--- src/rtl/fcw_pkg.sv ---
// ----------------------------------------------------------------------------
// fcw_pkg : FAT12 chain sector walker shared definitions
// Constants, codes and command/status types shared by controller and datapath.
// ----------------------------------------------------------------------------
package fcw_pkg;

	localparam int FAT_BYTES        = 8192;
	localparam int FAT_AW           = $clog2(FAT_BYTES);
	localparam int BYTES_PER_SECTOR = 512;

	localparam logic [1:0] ACT_WRITE = 2'd0;
	localparam logic [1:0] ACT_START = 2'd1;
	localparam logic [1:0] ACT_NEXT  = 2'd2;
	localparam logic [1:0] ACT_RSVD  = 2'd3;

	localparam logic [2:0] ST_READ = 3'd0;
	localparam logic [2:0] ST_END  = 3'd1;
	localparam logic [2:0] ST_BAD  = 3'd2;
	localparam logic [2:0] ST_CYL  = 3'd3;
	localparam logic [2:0] ST_IDLE = 3'd4;

	localparam logic [2:0] REG_RESERVED = 3'd0;
	localparam logic [2:0] REG_HIDDEN   = 3'd1;
	localparam logic [2:0] REG_COPIES   = 3'd2;
	localparam logic [2:0] REG_FATSEC   = 3'd3;
	localparam logic [2:0] REG_ROOT     = 3'd4;
	localparam logic [2:0] REG_CLUSEC   = 3'd5;
	localparam logic [2:0] REG_TRACK    = 3'd6;
	localparam logic [2:0] REG_HEADS    = 3'd7;

	typedef struct packed {
		logic       fat_wr;     // write FAT byte
		logic       start;      // load walk registers
		logic       rd_lo;      // issue FAT low byte read
		logic       rd_hi;      // issue FAT high byte read, form LBA
		logic       lba_calc;   // check stage: chain status valid
		logic       div_start;  // start division
		logic       div_sel;    // 0: lba/track, 1: track/heads
		logic       advance;    // advance walk pointers
	} fcw_cmd_t;

	typedef struct packed {
		logic       active;
		logic       cur_end;
		logic       cur_bad;    // cluster < 2 or entry out of range
		logic       next_bad;
		logic       div_done;
		logic       cyl_big;
		logic       tail;
	} fcw_sts_t;

endpackage

--- src/rtl/fcw_ctrl.sv ---
// ----------------------------------------------------------------------------
// fcw_ctrl : walk sequencer
// Accepts beats, steps FAT read and both divisions, holds the result beat.
// ----------------------------------------------------------------------------
module fcw_ctrl
	import fcw_pkg::*;
(
	input  logic        clk,
	input  logic        arst_n,
	input  logic        s_tvalid,
	output logic        s_tready,
	input  logic [1:0]  action,
	input  logic [12:0] fat_address,
	input  fcw_sts_t    sts,
	output fcw_cmd_t    cmd,
	input  logic [9:0]  d_cylinder,
	input  logic [7:0]  d_head,
	input  logic [5:0]  d_sector,
	input  logic [9:0]  d_byte_count,
	input  logic [19:0] d_dest,
	input  logic [11:0] d_cluster,
	output logic        m_tvalid,
	input  logic        m_tready,
	output logic [71:0] m_tdata
);

	typedef enum logic [6:0] {
		S_IDLE = 7'b0000001,
		S_RDLO = 7'b0000010,
		S_RDHI = 7'b0000100,
		S_CHK  = 7'b0001000,
		S_DIV1 = 7'b0010000,
		S_DIV2 = 7'b0100000,
		S_OUT  = 7'b1000000
	} state_t;

	state_t state_q;
	logic   acc;
	logic [2:0]  st;
	logic [9:0]  cyl, bc;
	logic [7:0]  hd;
	logic [5:0]  sc;
	logic [19:0] da;
	logic [11:0] cl;
	logic        lst, load;

	assign s_tready = (state_q == S_IDLE) && (!m_tvalid || m_tready);
	assign acc = s_tvalid && s_tready;

	always_comb begin
		cmd = '0;
		cmd.fat_wr = acc && action == ACT_WRITE && 32'(fat_address) < FAT_BYTES;
		cmd.start  = acc && action == ACT_START;
		cmd.rd_lo  = state_q == S_RDLO;
		cmd.rd_hi  = state_q == S_RDHI;
		cmd.lba_calc  = state_q == S_CHK;
		cmd.div_start = (state_q == S_CHK) || (state_q == S_DIV1 && sts.div_done);
		cmd.div_sel   = state_q == S_DIV2 || (state_q == S_DIV1 && sts.div_done);
		cmd.advance   = state_q == S_DIV2 && sts.div_done;
	end

	always_comb begin
		load = 1'b0;
		st = ST_READ; cyl = '0; hd = '0; sc = '0; bc = '0; da = '0; cl = '0; lst = 1'b1;
		if (acc && action == ACT_NEXT && !sts.active) begin
			load = 1'b1; st = ST_IDLE;
		end else if (state_q == S_CHK && (sts.cur_end || sts.cur_bad || sts.next_bad)) begin
			load = 1'b1; cl = d_cluster;
			st = sts.cur_end ? ST_END : ST_BAD;
		end else if (state_q == S_DIV2 && sts.div_done) begin
			load = 1'b1; cl = d_cluster;
			if (sts.cyl_big) begin
				st = ST_CYL;
			end else begin
				cyl = d_cylinder; hd = d_head; sc = d_sector; bc = d_byte_count;
				da = d_dest; lst = sts.tail;
			end
		end
	end

	always_ff @(posedge clk or negedge arst_n) begin
		if (!arst_n) begin
			state_q  <= S_IDLE;
			m_tvalid <= 1'b0;
		end else begin
			if (load) m_tvalid <= 1'b1;
			else if (m_tready) m_tvalid <= 1'b0;
			case (state_q)
				S_IDLE: if (acc && action == ACT_NEXT && sts.active) state_q <= S_RDLO;
				S_RDLO: state_q <= S_RDHI;
				S_RDHI: state_q <= S_CHK;
				S_CHK:  state_q <= (sts.cur_end || sts.cur_bad || sts.next_bad)
					? S_IDLE : S_DIV1;
				S_DIV1: if (sts.div_done) state_q <= S_DIV2;
				S_DIV2: if (sts.div_done) state_q <= S_IDLE;
				default: state_q <= S_IDLE;
			endcase
		end
	end

	always_ff @(posedge clk) begin
		if (load) m_tdata <= {2'b00, lst, cl, da, bc, sc, hd, cyl, st};
	end

endmodule
--- config.mk ---
export PLATFORM = sky130hd
export DESIGN_NAME = fcw_ctrl
export DESIGN_NICKNAME = d
export VERILOG_FILES = /design/src/rtl/fcw_pkg.sv /design/src/rtl/fcw_ctrl.sv
export SDC_FILE = /design/constraint.sdc
export NUM_CORES = 1
export LEC_CHECK = 0
export BUFFER_PORTS_ARGS = -buffer_cell sky130_fd_sc_hd__buf_2
export CAP_MARGIN = 20
export CORE_MARGIN = 2
export CORE_UTILIZATION = 44
export DETAILED_ROUTE_END_ITERATION = 8
export GPL_TIMING_DRIVEN = 0
export PLACE_DENSITY = 0.91
export RECOVER_POWER = 50
export SETUP_SLACK_MARGIN = 0.02
export SLEW_MARGIN = 0
export SYNTH_ARGS = -nofsm -noshare
export SYNTH_HDL_FRONTEND = slang
export SYNTH_SLANG_ARGS = --single-unit
--- constraint.sdc ---
create_clock -name clk -period 4.25 [get_ports clk]
set_input_delay 1.0625 -clock clk [delete_from_list [all_inputs] [get_ports clk]]
set_output_delay 1.0625 -clock clk [all_outputs]
set_load 0.03 [all_outputs]
==> out/metrics.cfg <==
[setup_path]
worstPathRequired_ps = 3190
critPathMaxStageDelay_ps = 610
crit_path_cell_trace = clkbuf_1 > nor4_1 > nand3_2 > nor4b_1 > buf_2
critPathMaxFanout = 9
cp_num_buf_inv = 2
path_class = reg -> out
cp_top_family = simple AND/OR/NAND/NOR gates
worst_r2r_path_depth = 6
crit_path_end_kind = primary output
worst_r2r_startpoint = state_q[4]$_DFFE_PN0P_
start_kind = register
cpMaxStageDelayCell = nor4_1
r2r-end = m_tdata[48]$_SDFFCE_PP0P_
cp.arrival_ps = 2260
rrSetupSlack_ps = 1390

[floorplan]
die_area_um2 = 7940
initial_core_util_pct = 44.65
die_h_um = 89.11
std_cell_rows = 31
io_pins = 174
core_um2 = 7137
die_w_um = 89.11

[cts]
root_buffer = clkbuf_8
cts_tree = done
insertion_delay_ps = 330
cts-buffers-inserted = 9
post_cts_buffers = 0
cts.clk_slew.worst_paths_ps = 80
h-tree-depth = 3
clk_path_buf_depth = 2
ctsResizeCount = 0
cts_hold_buffers = 0
clock-sinks = 77

[cells_and_area]
fin_util_pct = 58.20
nets = 472
diodes = 0
fin_area_um2 = 4154
area_growth_pct = 30.35
layout-drive-gt1-share_pct = 34.73
fillers = 645

[route]
wl_per_cell_um = 13.89
route.detailed.drc = 0
vias_per_cell = 4.612
wirelength_um = 6697
drt_iter0_drc = 53
vias = 2223
first_pass_iters = 4
ant_nets = 0

[placed_design]
dpl_cell_area_um2 = 4138
hpwlAfterDp_um = 5097
port_buffers = 158
pre_cts_ws_ps = 1205
finalWeightedCongestion = 0.8600

[run]
maxCapViolCount = 0

[logic_synthesis]
ys_types = 35
synth_area_um2 = 3187
ys.flop_type = edfxtp_1
ys_seq_area_share_pct = 71.50
synth_warnings = 0
synth_seq_cells = 77
synthCells = 209
postSynth.asyncResetShare_pct = 9.091
synth.avg_cell_area_um2 = 15.25
synth_edf_count = 70

[sta]
period_share_pct = 78.14
timing.fmax_mhz = 301.1
worst_pin_slew_ps = 728.0
setup_viol = 0
drv_slew = 0
skew_ps = 8.014
finalWorstSetupSlack_ps = 929.0
post-route-min-period_ps = 3321
slew_headroom_pct = 51.28
fin_tns_setup_ps = 0
final-hold-violation-count = 0
rsz0062_at_grt = false

[power]
p_leak_nw = 1.715
vdd_drop_max_mv = 0.2056
power_density_nw_per_um2 = 373.2

[hold_path]
hold_end = m_tvalid$_DFFE_PN0P_
hold_class = reg -> reg
min_path_cells = 2
min_from = m_tvalid$_DFFE_PN0P_

[outcome]
status = complete, no violations

[global_route]
grt_antenna_before_repair = 0
grt_pass1_wl_um = 9894
grt_max_degree = 43
overflow = 0
grt_use_total_pct = 16.60
grt_pass1_vias = 2109

[cell families (layout without fill, tap and decap cells)]
family	Yosys count	in the layout	synth area share (%)
AO/OA/AOI/OAI	12	12	2.631
AND/OR/NAND/NOR	106	106	22.54
buffers and inverters	13	186	3.219
flip-flops	77	77	71.50
other	1	2	0.1177
[report_power, final]
| group | internal (mW) | switching [mW] | leakage, nW |
|---|---|---|---|
| registers | 0.847 | 0.0129 | 0.760 |
| logic | 0.0651 | 0.115 | 0.861 |
| clock network | 0.263 | 0.247 | 0.0947 |
| total | 1.18 | 0.375 | 1.72 |
[flip-flops by register name, indices dropped and copies added (netlist names)]
name / cells
state_q: 6
m_tvalid: 1
m_tdata: 70
[worst max path at each step]
stage	startpoint	endpoint	slack, ps	cells after the start
final	state_q[4]$_DFFE_PN0P_	cmd[7]	930	5
after global routing	state_q[4]$_DFFE_PN0P_	cmd[7]	690	5
after CTS	m_tready	cmd[7]	1200	5
after detailed placement	m_tready	cmd[7]	1200	5
after global placement	sts[4]	m_tdata[41]$_SDFFCE_PP0P_	-810	4
after floorplan	sts[4]	m_tdata[0]$_SDFFCE_PP0P_	150	3
[layout by cell type (no fill, tap or decap), types with 3 or more instances in the layout]
| cell | count |
|---|---|
| o21ai_0 | 4 |
| and2_1 | 35 |
| clkinv_2 | 3 |
| clkbuf_1 | 53 |
| or3_1 | 3 |
| nand2b_1 | 4 |
| nor2_1 | 5 |
| buf_2 | 111 |
| clkbuf_8 | 9 |
| nor2b_1 | 4 |
| and2_0 | 35 |
| nand2_1 | 5 |
| edfxtp_1 | 70 |
| inv_1 | 4 |
| dfrtp_1 | 6 |
[worst reg2reg max path, cell delays in order (launching register included)]
cell	delay, ps
dfrtp_1	360
clkbuf_1	190
nor4_1	610
nand3_2	210
or3_1	480
nand3_4	380
buf_12	290
[cell type report]
cell class                 count  area, µm²  share of cell area (%)
clock inverter                 5      53.80                   1.295
clock buffer                   9      123.9                   2.982
buffer                         9      42.54                   1.024
inverter                       4      15.01                  0.3614
sequential                    77       2278                   54.85
timing repair buffer         159      752.0                   18.10
multi-input combinational    120      764.5                   18.40
tap                           99      123.9                   2.982
[cell usage after synthesis (3+ instances only)]
cell      number  area [µm²]
and2_1        70       437.9
edfxtp_1      70        2102
buf_6          6       67.56
dfrtp_1        6       150.1
nand2_1        5       18.77
inv_1          4       15.01
nand2b_1       4       25.02
nor2_1         4       15.01
nor2b_1        4       25.02
o21ai_0        4       20.02
nand3_1        3       15.01
[layer usage]
| metal | global-route usage (%) | routed length [µm] | vias to the layer above |
|---|---|---|---|
| met4 | 6.513 | 93 | 0 |
| li1 | - | - | 1076 |
| met5 | 0 | 0 | - |
| met2 | 28.62 | 3381 | 107 |
| met3 | 5.355 | 611 | 10 |
| met1 | 19.21 | 2612 | 1030 |
[stage by stage]
step,cells,power (mW),hold slack [ps]
after floorplan,210,0.9925,625.1
after global placement,467,1.062,569.5
after detailed placement,468,1.067,575.5
after CTS,482,1.578,537.5
after global routing,482,1.611,627.0
final,482,1.550,605.5
(Power assumes the default switching activity.)
